==> src/rtl/rpnp_pkg.sv <==
`default_nettype none

package rpnp_pkg;

    localparam int COORD_W    = 12;
    localparam int MAX_WIDTH  = 4096;
    localparam int MAX_HEIGHT = 4096;
    localparam int OCTAVES    = 4;
    localparam int LAT_W      = 10;
    localparam int SEED_W     = 17;
    localparam int NOISE_W    = 18;
    localparam int CFG_IDX_W  = 3;
    localparam int CFG_DATA_W = 24;

    localparam int MID_DEPTH_DEF = 4;
    localparam int OUT_DEPTH_DEF = 4;

    localparam int OCT_FREQ [OCTAVES] = '{655, 1311, 2621, 5243};
    localparam int OCT_AMP  [OCTAVES] = '{32768, 19661, 11796, 7078};

    localparam logic [CFG_IDX_W-1:0] CFG_LINE_SPACING   = 3'd0;
    localparam logic [CFG_IDX_W-1:0] CFG_MARGIN_LEFT    = 3'd1;
    localparam logic [CFG_IDX_W-1:0] CFG_LINE_COLOR     = 3'd2;
    localparam logic [CFG_IDX_W-1:0] CFG_MARGIN_COLOR   = 3'd3;
    localparam logic [CFG_IDX_W-1:0] CFG_LINE_THICKNESS = 3'd4;
    localparam logic [CFG_IDX_W-1:0] CFG_NOISE_SEED     = 3'd5;

    localparam logic [1:0] REGION_PAPER  = 2'd0;
    localparam logic [1:0] REGION_LINE   = 2'd1;
    localparam logic [1:0] REGION_MARGIN = 2'd2;

    typedef struct packed {
        logic [COORD_W-1:0] x_coord;
        logic [COORD_W-1:0] y_coord;
    } in_t;

    typedef struct packed {
        logic [31:0] pixel_word;
        logic [1:0]  region_kind;
    } out_t;

    typedef struct packed {
        logic [11:0] line_spacing;
        logic [11:0] margin_left;
        logic [23:0] line_color;
        logic [23:0] margin_color;
        logic [7:0]  line_thickness;
        logic [15:0] noise_seed;
    } cfg_t;

    // classified pixel handed from front to back
    typedef struct packed {
        logic [COORD_W-1:0] x_coord;
        logic [COORD_W-1:0] y_coord;
        logic               use_noise;
        logic [31:0]        pixel_word;
        logic [1:0]         region_kind;
    } mid_t;

endpackage

`default_nettype wire

==> src/rtl/rpnp_front.sv <==
`default_nettype none

module rpnp_front
    import rpnp_pkg::*;
(
    input  logic clk,
    input  logic rst_n,
    input  logic push,
    output logic full,
    input  in_t  item,
    input  cfg_t cfg,
    input  logic mid_full,
    output logic mid_push,
    output mid_t mid_item
);

    localparam int STAGES = COORD_W;

    logic                en;
    logic [STAGES-1:0]   vld_reg;
    logic [COORD_W-1:0]  x_reg   [STAGES];
    logic [COORD_W-1:0]  y_reg   [STAGES];
    logic [COORD_W-1:0]  rem_reg [STAGES];
    logic [COORD_W-1:0]  rem_next [STAGES];

    assign en   = !mid_full;
    assign full = !en;

    // restoring remainder y mod line_spacing, one bit per stage
    for (genvar k = 0; k < STAGES; k++)
    begin : g_div
        logic [COORD_W:0] shifted;
        if (k == 0)
        begin : g_first
            assign shifted = {{COORD_W{1'b0}}, item.y_coord[STAGES-1]};
            always_ff @(posedge clk)
            begin
                if (en)
                begin
                    x_reg[k] <= item.x_coord;
                    y_reg[k] <= item.y_coord;
                end
            end
        end
        else
        begin : g_rest
            assign shifted = {rem_reg[k-1], y_reg[k-1][STAGES-1-k]};
            always_ff @(posedge clk)
            begin
                if (en)
                begin
                    x_reg[k] <= x_reg[k-1];
                    y_reg[k] <= y_reg[k-1];
                end
            end
        end
        assign rem_next[k] = (shifted >= {1'b0, cfg.line_spacing})
                           ? COORD_W'(shifted - {1'b0, cfg.line_spacing})
                           : shifted[COORD_W-1:0];
        always_ff @(posedge clk)
        begin
            if (en)
            begin
                rem_reg[k] <= rem_next[k];
            end
        end
    end

    always_ff @(posedge clk or negedge rst_n)
    begin
        if (!rst_n)
        begin
            vld_reg <= '0;
        end
        else if (en)
        begin
            vld_reg <= {vld_reg[STAGES-2:0], push};
        end
    end

    logic [COORD_W:0] xx, ml, ls, rr, half;
    logic             outside, is_margin, is_line;

    assign xx   = {1'b0, x_reg[STAGES-1]};
    assign rr   = {1'b0, rem_reg[STAGES-1]};
    assign ml   = {1'b0, cfg.margin_left};
    assign ls   = {1'b0, cfg.line_spacing};
    assign half = (COORD_W + 1)'(cfg.line_thickness[7:1]);

    assign outside   = (32'(x_reg[STAGES-1]) >= 32'(MAX_WIDTH))
                    || (32'(y_reg[STAGES-1]) >= 32'(MAX_HEIGHT));
    assign is_margin = (ml != '0) && (xx + half >= ml) && (xx <= ml + half);
    assign is_line   = (ls != '0) && ((rr <= half) || (rr + half >= ls));

    always_comb
    begin
        mid_item.x_coord     = x_reg[STAGES-1];
        mid_item.y_coord     = y_reg[STAGES-1];
        mid_item.use_noise   = 1'b0;
        mid_item.pixel_word  = '0;
        mid_item.region_kind = REGION_PAPER;
        if (outside)
        begin
            mid_item.pixel_word = '0;
        end
        else if (is_margin)
        begin
            mid_item.pixel_word  = {8'hFF, cfg.margin_color};
            mid_item.region_kind = REGION_MARGIN;
        end
        else if (is_line)
        begin
            mid_item.pixel_word  = {8'hFF, cfg.line_color};
            mid_item.region_kind = REGION_LINE;
        end
        else
        begin
            mid_item.use_noise = 1'b1;
        end
    end

    assign mid_push = vld_reg[STAGES-1] && en;

endmodule

`default_nettype wire

==> config.mk <==
export PLATFORM = sky130hd
export DESIGN_NAME = rpnp_front
export DESIGN_NICKNAME = d
export VERILOG_FILES = /design/src/rtl/rpnp_pkg.sv /design/src/rtl/rpnp_front.sv
export SDC_FILE = /design/constraint.sdc
export NUM_CORES = 1
export LEC_CHECK = 0
export ABC_AREA = 1
export BUFFER_PORTS_ARGS = -buffer_cell sky130_fd_sc_hd__buf_4
export CORE_ASPECT_RATIO = 1.2
export CORE_UTILIZATION = 50
export DETAILED_ROUTE_END_ITERATION = 12
export GPL_TIMING_DRIVEN = 0
export PLACE_DENSITY = 0.78
export SLEW_MARGIN = 10
export SYNTH_ARGS = -nofsm -noshare
export SYNTH_HDL_FRONTEND = slang
export SYNTH_SLANG_ARGS = --single-unit
==> constraint.sdc <==
create_clock -name clk -period 3.9 [get_ports clk]
set_input_delay 0.78 -clock clk [delete_from_list [all_inputs] [get_ports clk]]
set_output_delay 0.78 -clock clk [all_outputs]
set_load 0.01 [all_outputs]
==> implementation parameters <==
Parameter                              Value

CTS
  Insertion delay of the later-clocked pin in the worst-skew pair    0.55 ns
  Buffer levels on the longest clock path    3
  Clock Root Buffer    clkbuf_16
  Hold buffer count at cts    0
  Clock slew at reported path FFs    around 0.060 ns
  Deepest level of the CTS H-tree    2
  Cts bufs inserted    44
  TritonCTS clock tree    built
  Total number of clock tree sinks    444

Floorplanning
  Placeable Area    between 40000 and 50000 µm²
  Die X-Extent    200 µm
  Die boundary height    roughly 240 µm
  Top-level port count    185
  Die area    slightly below 50000 µm²
  Number of rows in the core area    86
  Initial core utilization    between 50% and 60%

Status
  Outcome    complete, but fails checks
  Failing checks    setup timing

Drt
  Post-Route WL    around 50000 µm
  TritonRoute pass-1 iters    5
  DRC violations left    0
  Via count    about 17000
  Vias/cell    5.35
  Initial DRC Count    ~1000
  Average wire length per cell after detail routing    approximately 16 µm
  DRT antenna net count    0

Timing
  Number of pins exceeding their max-slew limit in the final report    0
  Unrepaired setup endpoints after global routing    true
  Post-layout worst setup margin    -0.753 ns
  Final hold slack    0.0530 ns
  Period utilization    119%
  Final worst path period need    approximately 4.7 ns
  Final setup viols    35
  Skew final    0.0130 ns
  Headroom to the max-slew limit    31.7%
  Highest Clock Rate    about 210 MHz
  Total count of hold-check failures in the final report    0
  Actual slew at the worst max-slew pin    1.02 ns

Critical path
  Delay of the slowest cell on the worst path    a little under 0.3 ns
  Required time reported for the critical path endpoint    between 3 and 4 ns
  Slowest stage cell, crit path    ha_4
  Cell type group with the largest total delay on the critical path    compound AO/OA/AOI/OAI gates
  Buffering stage count on the worst path with inverters included    6
  Worst path most repeated cell    nand2_1
  Startpoint kind of the worst setup timing path    primary input
  Kind of end point of the critical path    output pin
  CP Data Arrival Time    between 3 and 4 ns
  Max Fanout on Critical Path    5
  Crit path cell chain    buf_4 > clkinvlp_4 > ha_4 > o31ai_4 > a21oi_1 > o21ai_1 > xor2_1 > inv_1 > ha_1 > nand2_1 > nor2_4 > nand2_1 > nand2_1 > nor2_1 > nand2_1 > nand2_1 > nand2_2 > nand2_2 > a21oi_4 > buf_12 > buf_6 > nand3_2 > nand2_2 > buf_6
  Kind of critical path    primary input to output pin

Yosys
  Top cells by area, synth    edfxtp_1 55%, ha_1 10%, nand2_1 8.3%
  Post-synthesis net count    2540
  Commonest cells in the netlist    522 x nand2_1, 432 x edfxtp_1, 222 x inv_1
  Synth warnings    0
  Sequential fraction of the synthesis area    ~56%
  Average cell area after synthesis    approximately 11 µm²
  Number of flip-flops and latches in the synthesized netlist    about 440
  Async set or reset register ratio after synthesis    between 2 and 3%
  Post-synth cell types    47
  Most numerous cell in the Yosys netlist    nand2_1
  Top-area cell type share of the netlist area    54.9%
  Instance count of the mapped netlist    roughly 2200
  Number of synthesized flops with an enable pin    about 430
  Area of the mapped netlist    between 20000 and 25000 µm²
  Primary FF master, synth    edfxtp_1
  Cell type with the largest total area after synthesis    edfxtp_1

Power
  Total power consumption of the routed design    19.0 mW
  Leakage power figure    ~12 nW
  Power per standard cell area    679 nW/µm²
  Worst supply voltage drop on vdd    0.000373 V

Flow run
  Maximum capacitance violations    0

GRT
  Wire length of the first global-routing pass    79500 µm
  Leftover overflow at the end of global routing    0
  Number of global-route vias before repair    16300
  Antenna violations before repair    1
  Total routing usage reported by global routing    ~20%
  Pin count of the biggest net entering global routing    around 150

Placement
  HPWL after detailed placement    ~35000 µm
  Post-placement worst setup slack    -0.962 ns
  Final estimated routing congestion in global placement    0.898
  Number of buffers added on ports    167

Finish
  Utilization after layout    just over 60%
  Diodes inserted    0
  Post-layout nets    approximately 2800
  Share of cells above drive strength 1    about 17%
  Layout area overhead    18.3%

Min path
  Min-Delay Path Class    primary input to async pin
## through the flow
stage | TNS (ns) | cell area (µm²) | cells
after floorplan | -4.41 | 23700 | 2204
after global placement | -33.23 | 25800 | 2987
after detailed placement | -29.02 | 25800 | 2989
after CTS | -21.81 | 27800 | 3092
after global routing | -31.56 | 27900 | 3097
final | -24.35 | 27900 | 3097
## power by group
part           switching, mW  internal (mW)  total (mW)
Clock                   1.82           2.48        4.30
Combinational           4.45           3.31        7.75
Sequential             0.495           6.43        6.93
Total                   6.76           12.2        19.0
## what timing repair did
item,CTS,global route
pin swaps,25,28
gates cloned,2,1
endpoints found under the setup margin,35,35
buffers inserted,19,4
resized for setup,57,30
## final timing paths
| kind | slack [ns] | startpoint | depth (start not counted) | endpoint |
|---|---|---|---|---|
| worst max-delay path | -0.75 | cfg[18] | 24 | mid_item[4] |
| worst min-delay path | 0.05 | rst_n | 1 | vld_reg[7]$_DFFE_PN0N_ |
| worst max register to register | 1.45 | y_reg[2][24]$_DFFE_PN_ | 10 | rem_reg[2][46]$_DFFE_PN_ |
| worst min register to register | 0.41 | y_reg[1][43]$_DFFE_PN_ | 0 | y_reg[2][7]$_DFFE_PN_ |
| max in group asynchronous | 3.70 | rst_n | 1 | vld_reg[8]$_DFFE_PN0N_ |
| min in group clk | 0.40 | item[13] | 1 | x_reg[0][1]$_DFFE_PN_ |
## cells by family (layout without fill, tap and decap cells)
| logic type | count (synthesis) | after routing | share of synthesized area, % |
|---|---|---|---|
| buf+inv | 282 | 558 | 5.10 |
| fa+ha+maj | 212 | 212 | 11.7 |
| flops | 444 | 444 | 56.2 |
| xor+xnor | 124 | 124 | 4.60 |
| simple gates | 798 | 799 | 14.3 |
| compound gates | 344 | 344 | 8.16 |
## layout make-up
class	instances	area, µm²
Multi-Input combinational cell	1479	9510
Clock buffer	47	1130
Timing Repair Buffer	194	1600
Tap cell	616	771
Clock inverter	35	357
Inverter	230	882
Fill cell	3708	18300
Sequential cell	444	13300
Buffer	52	407
## cells in the final DEF, fill, tap and decap left out, drive strengths merged, types with 5 or more instances in the layout
cell,instances
nand4,27
a31oi,26
nand3,102
dfrtp,12
clkinvlp,8
nor3b,5
inv,235
xor2,72
o31ai,5
o21a,6
nor3,27
nor2,85
o21ai,144
xnor2,52
nand2,526
a21o,18
nand3b,12
buf,242
clkinv,17
fa,14
bufinv,5
edfxtp,432
ha,198
a21oi,135
clkbuf,50
## metal layers
layer / vias to the layer above / track usage (%) / part of all wire (%)
met5: - / 0 / 0.016
met4: 2 / 9.44 / 3.9
met3: 123 / 2.90 / 4.8
met2: 478 / 37.5 / 51
met1: 7791 / 23.6 / 40
li1: 8163 / - / -
Power figures use the tool's default switching activity.
