## src/rtl/rpnp_pkg.sv

```systemverilog
`default_nettype none

package rpnp_pkg;

    localparam int COORD_W    = 12;
    localparam int MAX_WIDTH  = 4096;
    localparam int MAX_HEIGHT = 4096;
    localparam int OCTAVES    = 4;
    localparam int LAT_W      = 10;
    localparam int SEED_W     = 17;
    localparam int NOISE_W    = 18;
    localparam int CFG_IDX_W  = 3;
    localparam int CFG_DATA_W = 24;

    localparam int MID_DEPTH_DEF = 4;
    localparam int OUT_DEPTH_DEF = 4;

    localparam int OCT_FREQ [OCTAVES] = '{655, 1311, 2621, 5243};
    localparam int OCT_AMP  [OCTAVES] = '{32768, 19661, 11796, 7078};

    localparam logic [CFG_IDX_W-1:0] CFG_LINE_SPACING   = 3'd0;
    localparam logic [CFG_IDX_W-1:0] CFG_MARGIN_LEFT    = 3'd1;
    localparam logic [CFG_IDX_W-1:0] CFG_LINE_COLOR     = 3'd2;
    localparam logic [CFG_IDX_W-1:0] CFG_MARGIN_COLOR   = 3'd3;
    localparam logic [CFG_IDX_W-1:0] CFG_LINE_THICKNESS = 3'd4;
    localparam logic [CFG_IDX_W-1:0] CFG_NOISE_SEED     = 3'd5;

    localparam logic [1:0] REGION_PAPER  = 2'd0;
    localparam logic [1:0] REGION_LINE   = 2'd1;
    localparam logic [1:0] REGION_MARGIN = 2'd2;

    typedef struct packed {
        logic [COORD_W-1:0] x_coord;
        logic [COORD_W-1:0] y_coord;
    } in_t;

    typedef struct packed {
        logic [31:0] pixel_word;
        logic [1:0]  region_kind;
    } out_t;

    typedef struct packed {
        logic [11:0] line_spacing;
        logic [11:0] margin_left;
        logic [23:0] line_color;
        logic [23:0] margin_color;
        logic [7:0]  line_thickness;
        logic [15:0] noise_seed;
    } cfg_t;

    // classified pixel handed from front to back
    typedef struct packed {
        logic [COORD_W-1:0] x_coord;
        logic [COORD_W-1:0] y_coord;
        logic               use_noise;
        logic [31:0]        pixel_word;
        logic [1:0]         region_kind;
    } mid_t;

endpackage

`default_nettype wire

```

## src/rtl/rpnp_fifo.sv

```systemverilog
`default_nettype none

module rpnp_fifo
    import rpnp_pkg::*;
#(
    parameter int DEPTH = MID_DEPTH_DEF,
    parameter int W     = 1
)
(
    input  logic         clk,
    input  logic         rst_n,
    input  logic         wr_en,
    input  logic [W-1:0] wr_data,
    input  logic         rd_en,
    output logic [W-1:0] rd_data,
    output logic         full,
    output logic         empty
);

    localparam int PTR_W = (DEPTH > 1) ? $clog2(DEPTH) : 1;
    localparam int CNT_W = $clog2(DEPTH + 1);

    logic [W-1:0]     mem [DEPTH];
    logic [PTR_W-1:0] wr_ptr_reg, wr_ptr_next;
    logic [PTR_W-1:0] rd_ptr_reg, rd_ptr_next;
    logic [CNT_W-1:0] count_reg, count_next;
    logic             do_wr, do_rd;

    assign full    = (count_reg == CNT_W'(DEPTH));
    assign empty   = (count_reg == '0);
    assign do_wr   = wr_en && !full;
    assign do_rd   = rd_en && !empty;
    assign rd_data = mem[rd_ptr_reg];

    always_comb
    begin
        wr_ptr_next = wr_ptr_reg;
        rd_ptr_next = rd_ptr_reg;
        count_next  = count_reg;
        if (do_wr)
        begin
            wr_ptr_next = (wr_ptr_reg == PTR_W'(DEPTH - 1)) ? '0 : wr_ptr_reg + 1'b1;
        end
        if (do_rd)
        begin
            rd_ptr_next = (rd_ptr_reg == PTR_W'(DEPTH - 1)) ? '0 : rd_ptr_reg + 1'b1;
        end
        if (do_wr && !do_rd)
        begin
            count_next = count_reg + 1'b1;
        end
        else if (do_rd && !do_wr)
        begin
            count_next = count_reg - 1'b1;
        end
    end

    always_ff @(posedge clk or negedge rst_n)
    begin
        if (!rst_n)
        begin
            wr_ptr_reg <= '0;
            rd_ptr_reg <= '0;
            count_reg  <= '0;
        end
        else
        begin
            wr_ptr_reg <= wr_ptr_next;
            rd_ptr_reg <= rd_ptr_next;
            count_reg  <= count_next;
        end
    end

    always_ff @(posedge clk)
    begin
        if (do_wr)
        begin
            mem[wr_ptr_reg] <= wr_data;
        end
    end

endmodule

`default_nettype wire

```

## config.mk

```make
export PLATFORM = sky130hd
export DESIGN_NAME = rpnp_fifo
export DESIGN_NICKNAME = d
export VERILOG_FILES = /design/src/rtl/rpnp_pkg.sv /design/src/rtl/rpnp_fifo.sv
export SDC_FILE = /design/constraint.sdc
export NUM_CORES = 1
export LEC_CHECK = 0
export BUFFER_PORTS_ARGS = -buffer_cell sky130_fd_sc_hd__buf_2
export CORE_UTILIZATION = 35
export CTS_BUF_LIST = sky130_fd_sc_hd__clkbuf_16
export DETAILED_ROUTE_END_ITERATION = 7
export MAX_ROUTING_LAYER = met4
export PLACE_DENSITY_LB_ADDON = 0.12
export SLEW_MARGIN = 5
export SYNTH_ARGS = -nofsm -noshare
export SYNTH_HDL_FRONTEND = slang
export SYNTH_SLANG_ARGS = --single-unit
```

## constraint.sdc

```tcl
create_clock -name clk -period 5.54 [get_ports clk]
set_clock_uncertainty 0.1 [all_clocks]
set_input_delay 0.554 -clock clk [delete_from_list [all_inputs] [get_ports clk]]
set_output_delay 0.554 -clock clk [all_outputs]
set_load 0.03 [all_outputs]
```

==> results by group, run 1 <==
Outcome
  • Status: finished with violations
  • Failing checks: design-rule violations

Die
  • Die height: 43.4 um
  • Io pins: 8
  • Core area: 0.00156 mm2
  • Die W: 43.4 um
  • Row count: 14
  • Die ar.: 0.00188 mm2
  • Initial Util: 0.384

Placement
  • GP Congestion: 0.781
  • Setup WS pre-CTS: 3.19 ns
  • Port bufs: 7
  • Post-DP HPWL: 699 um

Timing
  • Final hold violation count: 0
  • Setup WS post-layout: 3.26 ns
  • RSZ-0062 raised after global routing: false
  • Fmax: 0.438 GHz
  • Slew @ Worst Pin: 0.500 ns
  • Setup TNS: 0 ns
  • Slew Limit Fails: 0
  • Final setup violating endpoints: 0
  • Max_slew headroom: 0.666
  • Final period util: 0.412
  • Final Critical Period: 2.28 ns

Synth
  • Ys flop type: dfrtp_1
  • Post-synth EDFFs: 4
  • Post-synth top cells: dfrtp_1 (7), ha_1 (6), and2_2 (4), edfxtp_1 (4)
  • Cells after synthesis: 42
  • Count leader, synth: dfrtp_1
  • Unique masters post-synth: 17
  • Syn nets: 54
  • Top cells by area, synth: dfrtp_1 (29%), edfxtp_1 (20%), ha_1 (13%), mux2_2 (5.6%), and2_2 (5.0%)
  • Yosys warns: 0
  • Sequential area share after synthesis: 0.493
  • Synth Cell Area: 599 um2
  • Synth area leader: dfrtp_1
  • Avg Inst Size Synth: 14.3 um2
  • Top cell type's share of synthesized area: 0.292
  • Flops & latches, synth: 11
  • Ys async rst share: 0.636

Global route
  • GR Util All Layers: 0.128
  • First-pass GRT wire length: 1570 um
  • Pin count of the biggest net entering global routing: 8
  • Antenna violations before repair: 0
  • Vias in the first global route: 363
  • Gr ovfl total: 0

Clocking
  • Total CTS buffers: 3
  • Hold-fix buffers at CTS: 0
  • Root Driver: clkbuf_16
  • Worst skew pair latency: 0.24 ns
  • Clk slew on worst S/H paths: 0.04 ns
  • Htree depth: 1
  • Setup bufs post-CTS: 0
  • Clock tree sinks: 11
  • Post-cts sizing count: 0
  • CTS tree: built
  • CTS max path bufs: 2

Worst setup path
  • Startpoint types: flip-flop
  • Crit. End Element: flip-flop
  • Top delay family on crit path: simple AND/OR/NAND/NOR gates
  • R2R Setup Slk: 3.26 ns
  • Data required time of the critical path: 5.60 ns
  • Slowest stage cell, crit path: nor2b_1
  • CP bufs+invs: 1
  • CP max stage delay: 0.41 ns
  • CP Cell Sequence: nor3b_2 > nor2b_1 > ha_1 > inv_1 > fa_1 > xor2_1 > nor2_1 > xor2_1
  • CP most frequent cell: xor2_1
  • Crit path arrival time: 2.34 ns
  • CP Class: flip-flop to flip-flop
  • Critical-path maximum fanout: 7

Min path
  • Tightest Hold Check Type: input pin to async pin

Detailed routing
  • DR WL/cell: 13.0 um
  • DRC: 2
  • Initial DRC Count: 3
  • Final wirelength: 885 um
  • Antenna Nets Post-Route: 0
  • DRT Pass-1 Iters: 6
  • Detail-routed via count per cell: 4.99
  • Vias: 339

Finish
  • Nets: 65
  • Fillcell total: 137
  • Share of cells above drive strength 1: 0.423
  • Antenna Diode Count: 0
  • Max reg flops: 4
  • Area growth syn-to-layout: 20.5%

Run
  • Number of max-cap violations: 0

Power and ir drop
  • Final Power: 0.455 mW
  • Static leakage: 0.334 nW
  • Peak VDD IR: 218 uV
  • Power per standard cell area: 630 mW/mm2
where the power goes:
part | internal (mW) | total, mW | switching (mW)
Clock | 0.0947 | 0.130 | 0.0349
Sequential | 0.120 | 0.155 | 0.0355
Combinational | 0.0908 | 0.170 | 0.0791
Total | 0.305 | 0.455 | 0.149
path summary, 6_finish.rpt:
check	end	startpoint	cells past startpoint
min reg2reg	count_reg[2]$_DFFE_PN0P_	count_reg[2]$_DFFE_PN0P_	1
max in group asynchronous	wr_ptr_reg[0]$_DFFE_PN0P_	rst_n	1
min in group clk	count_reg[2]$_DFFE_PN0P_	count_reg[2]$_DFFE_PN0P_	1
min	count_reg[2]$_DFFE_PN0P_	rst_n	1
max reg2reg	count_reg[2]$_DFFE_PN0P_	count_reg[2]$_DFFE_PN0P_	8
max	count_reg[2]$_DFFE_PN0P_	count_reg[2]$_DFFE_PN0P_	8
cells in the final DEF, fill, tap and decap left out:
| master | count |
|---|---|
| buf_2 | 7 |
| mux4_2 | 1 |
| mux2_2 | 3 |
| dfrtp_1 | 7 |
| nor2_1 | 3 |
| mux2_4 | 2 |
| nand2b_2 | 1 |
| clkbuf_16 | 3 |
| and2_2 | 4 |
| ha_1 | 6 |
| edfxtp_1 | 4 |
| nor2b_1 | 1 |
| xnor2_1 | 1 |
| inv_1 | 4 |
| xor2_1 | 2 |
| nor3b_2 | 1 |
| nor3_1 | 1 |
| fa_1 | 1 |
per-layer routing:
| layer | global-route usage | up-vias | routed length, um |
|---|---|---|---|
| li1 | - | 159 | - |
| met1 | 0.149 | 168 | 402 |
| met2 | 0.176 | 8 | 429 |
| met3 | 0.0375 | 4 | 32 |
| met4 | 0.113 | 0 | 21 |
| met5 | - | - | 0 |
kinds of logic after synthesis:
| family | share of synthesized area |
|---|---|
| mux | 0.144 |
| xor+xnor | 0.0438 |
| simple gates | 0.123 |
| flops | 0.493 |
| buf+inv | 0.0376 |
| fa+ha+maj | 0.159 |
final cells by class:
type                    count  area [um2]  share of cell area
multi-input cells          27         282               0.390
clock inverters             1        3.75             0.00520
repair buffers              7        35.0              0.0485
flip-flops and latches     11         295               0.409
clock buffers               3        75.1               0.104
well taps                  16        20.0              0.0277
inverters                   3        11.3              0.0156
through the flow:
step	hold WS [ns]	instances	utilization	area, um2
floorplan	0.158	42	-	599
global placement	0.296	64	0.413	643
detailed placement	0.302	64	0.413	643
CTS	0.0504	68	0.463	722
global route	0.0562	68	0.463	722
finish	0.0499	68	0.463	722
No activity file was read; power rests on OpenSTA's default activity.
==> run 2, diff against run 1 <==
clock period = 2.1 ns   (was 5.54 ns; I/O delays follow)
==> run 2 against run 1 <==
The run still ends with design-rule violations left. Critical endpoint unchanged. Die area stayed put. Power rose to 2.9 times the previous value. Register-to-register slack worse by 3.1 ns. Critical path type unchanged.
==> results by group, run 2 (synthesized netlist as in run 1, its figures left out) <==
Worst setup path
  • Startpoint types: flip-flop
  • Data required time of the critical path: 2.16 ns
  • R2R Setup Slk: 0.13 ns
  • CP Cell Sequence: nor3b_4 > nor2b_2 > ha_4 > inv_2 > fa_1 > xor2_1 > nor2_1 > xor2_1
  • CP bufs+invs: 1
  • Crit path arrival time: 2.03 ns
  • CP most frequent cell: xor2_1
  • CP max stage delay: 0.42 ns
  • Worst r2r dst: count_reg[2]$_DFFE_PN0P_
  • CP Class: flip-flop to flip-flop
  • Top delay family on crit path: adder cells
  • R2R depth: 8
  • Crit path capture: count_reg[2]$_DFFE_PN0P_
  • Critical-path maximum fanout: 3
  • CP startpoint: count_reg[2]$_DFFE_PN0P_
  • R2R Path Start: count_reg[2]$_DFFE_PN0P_
  • Crit. End Element: flip-flop
  • Slowest stage cell, crit path: dfrtp_1
  • Crit path depth: 8

Finish
  • Commonest non-fill, non-tap cell in the layout: buf_2
  • Area of the multi-input gates: 319 um2
  • Finished Layout Cells: 72
  • Share of cells above drive strength 1: 0.554
  • Area growth syn-to-layout: 32.6%
  • Nets: 69
  • Finished Core Util: 0.510
  • Antenna Diode Count: 0
  • Sequential cell area: 298 um2
  • Max reg flops: 4
  • Commonest cells after routing, fill and taps aside: buf_2 (7), ha_1 (5), dfrtp_1 (5)
  • Fillcell total: 136

Detailed routing
  • Detail-routed via count per cell: 4.94
  • DRT Pass-1 Iters: 6
  • Vias: 356
  • Antenna Nets Post-Route: 0
  • Final wirelength: 952 um
  • DR WL/cell: 13.2 um
  • Initial DRC Count: 2
  • DRC: 2

Timing
  • Setup TNS: 0 ns
  • Slew @ Worst Pin: 0.186 ns
  • Slew Limit Fails: 0
  • Setup WS post-layout: 0.126 ns
  • Final Critical Period: 1.97 ns
  • Min Hold Slack: 0.0998 ns
  • Final period util: 0.940
  • Fmax: 0.507 GHz
  • Final hold violation count: 0
  • Max_slew headroom: 0.876
  • Final setup violating endpoints: 0

Power and ir drop
  • Logic pwr share: 0.412
  • Peak VDD IR: 661 uV
  • Static leakage: 0.361 nW
  • Clk pwr share: 0.262
  • P_sw: 0.438 mW
  • Power per standard cell area: 1650 mW/mm2
  • Sequential fraction of design power: 0.327
  • Net Sw Frac: 0.335
  • Internal power: 0.872 mW

Global route
  • Antenna violations before repair: 0
  • First-pass GRT wire length: 1610 um
  • Pin count of the biggest net entering global routing: 8
  • GR Util All Layers: 0.131
  • Vias in the first global route: 383
  • Gr ovfl total: 0

Run
  • Number of max-cap violations: 0

Die
  • Initial Util: 0.384
  • Die ar.: 0.00188 mm2
  • Io pins: 8
  • Die height: 43.4 um
  • Row count: 14
  • Core area: 0.00156 mm2
  • Die W: 43.4 um

Min path
  • Tightest Hold Check Type: input pin to flip-flop

Clocking
  • Root Driver: clkbuf_16
  • Worst skew pair latency: 0.24 ns
  • Htree depth: 1
  • CTS tree: built
  • Total CTS buffers: 3
  • Clock tree sinks: 11
  • Clk slew on worst S/H paths: 0.04 ns
  • CTS max path bufs: 2

Outcome
  • Status: finished with violations
  • Failing checks: design-rule violations

Placement
  • Port bufs: 7
  • GP Congestion: 0.765
  • Post-DP HPWL: 707 um
  • Placed insts: 65
  • Setup WS pre-CTS: 0.0610 ns
[run 2: how the worst min path moves through the flow]
stage	start	to	slack, ns	depth (start not counted)
final	wr_data	mem[0]$_DFFE_PP_	0.1	1
after global routing	wr_data	mem[0]$_DFFE_PP_	0.10	1
after CTS	wr_data	mem[2]$_DFFE_PP_	0.09	1
after detailed placement	rst_n	rd_ptr_reg[0]$_DFFE_PN0P_	-0.04	1
after global placement	rst_n	rd_ptr_reg[1]$_DFFE_PN0P_	-0.05	1
after floorplan	rst_n	count_reg[0]$_DFFE_PN0P_	-0.19	0
[run 2: power by group through the flow]
| stage | Combinational, mW | Sequential [mW] | Clock (mW) |
|---|---|---|---|
| 6_report | 0.539 | 0.428 | 0.343 |
| 2_1_floorplan | 0.403 | 0.416 | 0 |
| 3_5_place_dp | 0.499 | 0.438 | 0 |
| 5_1_grt | 0.599 | 0.444 | 0.359 |
| 3_3_place_gp | 0.460 | 0.428 | 0 |
| 4_1_cts | 0.503 | 0.434 | 0.352 |
[run 2: layer usage]
metal | global-route usage | part of all wire
met5 | - | 0
met4 | 0.113 | 0.022
met3 | 0.0375 | 0.032
met2 | 0.218 | 0.55
met1 | 0.122 | 0.39
[run 2: final cells by class]
cell class	count	area share
Multi-Input combinational cell	27	0.402
Sequential cell	11	0.375
Clock buffer	3	0.0945
Timing Repair Buffer	11	0.0850
Tap cell	16	0.0252
Inverter	3	0.0142
Clock inverter	1	0.00472
[run 2: what timing repair did]
item / 4_1_cts / 5_1_grt
gates resized for setup: 0 / 2
endpoints found under the hold margin: 7 / 0
hold buffers: 1 / 0
buffers inserted: 0 / 2
endpoints found under the setup margin: 0 / 2
[run 2: per-stage QoR]
step / total power, mW / instance area [um2]
2_1_floorplan: 0.819 / 632
3_3_place_gp: 0.888 / 683
3_5_place_dp: 0.936 / 683
4_1_cts: 1.29 / 772
5_1_grt: 1.40 / 795
6_report: 1.31 / 795
==> run 3, diff against run 2 <==
CELL_PAD_IN_SITES_DETAIL_PLACEMENT = 1   (was not set)
CELL_PAD_IN_SITES_GLOBAL_PLACEMENT = 2   (was not set)
==> run 3 against run 2 <==
The flow still finishes with violations (design-rule violations). Clock-buffer cell count did not move. Register-to-register slack hardly changed. Clock power about the same. Critical path depth did not move. Die area unchanged. Cell count is 1.4% lower. Final area is 0.79% lower. Non-clock buffer count is 1 lower. Largest power group unchanged. Fmax about the same. Via count shrank 0.28%. Setup slack about the same.
==> results by group, run 3 (synthesized netlist as in run 1, its figures left out) <==
Detailed routing
  • Final wirelength: 986 um
  • Antenna Nets Post-Route: 0
  • DRC: 5
  • Vias: 355
  • Initial DRC Count: 6
  • Detail-routed via count per cell: 5.00
  • DR WL/cell: 13.9 um
  • DRT Pass-1 Iters: 5

Power and ir drop
  • Power per standard cell area: 1640 mW/mm2
  • Sequential fraction of design power: 0.334
  • Clk pwr share: 0.265
  • Net Sw Frac: 0.335
  • Static leakage: 0.354 nW
  • Peak VDD IR: 731 uV
  • P_sw: 0.432 mW
  • Internal power: 0.858 mW
  • Logic pwr share: 0.401

Clocking
  • Total CTS buffers: 3
  • CTS tree: built
  • Clock tree sinks: 11
  • Worst skew pair latency: 0.24 ns
  • Clk slew on worst S/H paths: 0.04 ns
  • Root Driver: clkbuf_16
  • CTS max path bufs: 2
  • Htree depth: 1

Worst setup path
  • CP Cell Sequence: nor3b_4 > nor2b_2 > ha_4 > inv_2 > fa_1 > xor2_1 > nor2_1 > xor2_1
  • Crit path arrival time: 2.03 ns
  • Data required time of the critical path: 2.15 ns
  • R2R depth: 8
  • Critical-path maximum fanout: 3
  • Startpoint types: flip-flop
  • CP most frequent cell: xor2_1
  • CP Class: flip-flop to flip-flop
  • Slowest stage cell, crit path: dfrtp_1
  • CP max stage delay: 0.42 ns
  • Crit. End Element: flip-flop

Run
  • Number of max-cap violations: 0

Min path
  • Tightest Hold Check Type: input pin to flip-flop
  • Hold Crit Depth: 1

Placement
  • Port bufs: 7
  • GP Congestion: 0.645
  • Placed insts: 65
  • Post-DP HPWL: 738 um

Global route
  • Pin count of the biggest net entering global routing: 8
  • GR Util All Layers: 0.145
  • Gr ovfl total: 0
  • First-pass GRT wire length: 1800 um
  • Vias in the first global route: 388
  • Antenna violations before repair: 0

Die
  • Row count: 14
  • Die W: 43.4 um
  • Io pins: 8
  • Die ar.: 0.00188 mm2
  • Initial Util: 0.384
  • Core area: 0.00156 mm2
  • Die height: 43.4 um

Timing
  • Slew @ Worst Pin: 0.185 ns
  • Final Critical Period: 1.97 ns
  • Final hold violation count: 0
  • Min Hold Slack: 0.0876 ns
  • Fmax: 0.507 GHz
  • Final setup violating endpoints: 0
  • Final period util: 0.940
  • Slew Limit Fails: 0
  • RSZ-0062 raised after global routing: false
  • Max_slew headroom: 0.876

Finish
  • Commonest non-fill, non-tap cell in the layout: buf_2
  • Fillcell total: 167
  • Area of the multi-input gates: 319 um2
  • Share of cells above drive strength 1: 0.564
  • Nets: 68
  • Finished Layout Cells: 71
  • Commonest cells after routing, fill and taps aside: buf_2 (7), ha_1 (5), dfrtp_1 (5)
  • Antenna Diode Count: 0
  • Max reg flops: 4
  • Area growth syn-to-layout: 31.5%
  • Sequential cell area: 298 um2

Outcome
  • Failing checks: design-rule violations
  • Status: finished with violations
==> run 3: cell types whose count changed in the layout (fill, tap and decap cells not counted), sizes merged <==
cell	previous run	this run
buf	10	9
clkinv	0	1
inv	4	3
==> run 3: routing by layer <==
layer  wire (um)  vias up  GRT usage  part of all wire
met3          48        4     0.0500             0.049
met2         547        8      0.239              0.55
met4          18        0     0.0750             0.018
met1         371      177      0.153              0.38
li1            -      166          -                 -
met5           0        -          -                 0
==> run 3: worst paths after layout <==
check                                               from                        end  slack [ns]
worst max-delay path            count_reg[2]$_DFFE_PN0P_   count_reg[2]$_DFFE_PN0P_        0.13
worst max register to register  count_reg[2]$_DFFE_PN0P_   count_reg[2]$_DFFE_PN0P_        0.13
worst min-delay path                             wr_data           mem[1]$_DFFE_PP_        0.09
worst min register to register  count_reg[2]$_DFFE_PN0P_   count_reg[2]$_DFFE_PN0P_        0.46
min in group asynchronous                          rst_n  wr_ptr_reg[1]$_DFFE_PN0P_        0.24
max in group asynchronous                          rst_n   count_reg[0]$_DFFE_PN0P_        1.48
==> run 3: timing repair <==
| item | 4_1_cts | 5_1_grt |
|---|---|---|
| buffers inserted | 0 | 1 |
| endpoints found under the setup margin | 0 | 1 |
| gates resized for setup | 0 | 2 |
| hold buffers | 1 | 0 |
| endpoints found under the hold margin | 7 | 0 |
==> run 3: power by group through the flow <==
stage	registers [mW]	logic, mW	clock network, mW
final	0.431	0.517	0.342
after global routing	0.449	0.577	0.361
after floorplan	0.416	0.403	0
after CTS	0.444	0.496	0.350
after global placement	0.429	0.456	0
after detailed placement	0.443	0.488	0
==> run 3: cell type report <==
| type | count | share of cell area |
|---|---|---|
| Multi-Input combinational cell | 27 | 0.405 |
| Sequential cell | 11 | 0.378 |
| Clock buffer | 3 | 0.0952 |
| Timing Repair Buffer | 10 | 0.0762 |
| Tap cell | 16 | 0.0254 |
| Inverter | 3 | 0.0143 |
| Clock inverter | 1 | 0.00635 |
==> run 3: critical path, delay by kind of cell (launching register included) <==
family | cells | cell delay [ns]
adder cells (fa/ha/maj) | 2 | 0.54
XOR/XNOR | 2 | 0.32
AND/OR/NAND/NOR | 3 | 0.48
flip-flops | 1 | 0.42
buffers and inverters | 1 | 0.03
==> run 3: per-stage QoR <==
stage	power, mW	setup TNS (ns)	util	worst slack, ns	instance area (um2)
global route	1.39	0	0.506	0.0103	788
detailed placement	0.931	0	0.438	0.0264	683
CTS	1.29	0	0.496	0.0103	773
floorplan	0.819	-0.0785	-	-0.0416	632
global placement	0.885	0	0.438	0.119	683
finish	1.29	0	0.506	0.126	788
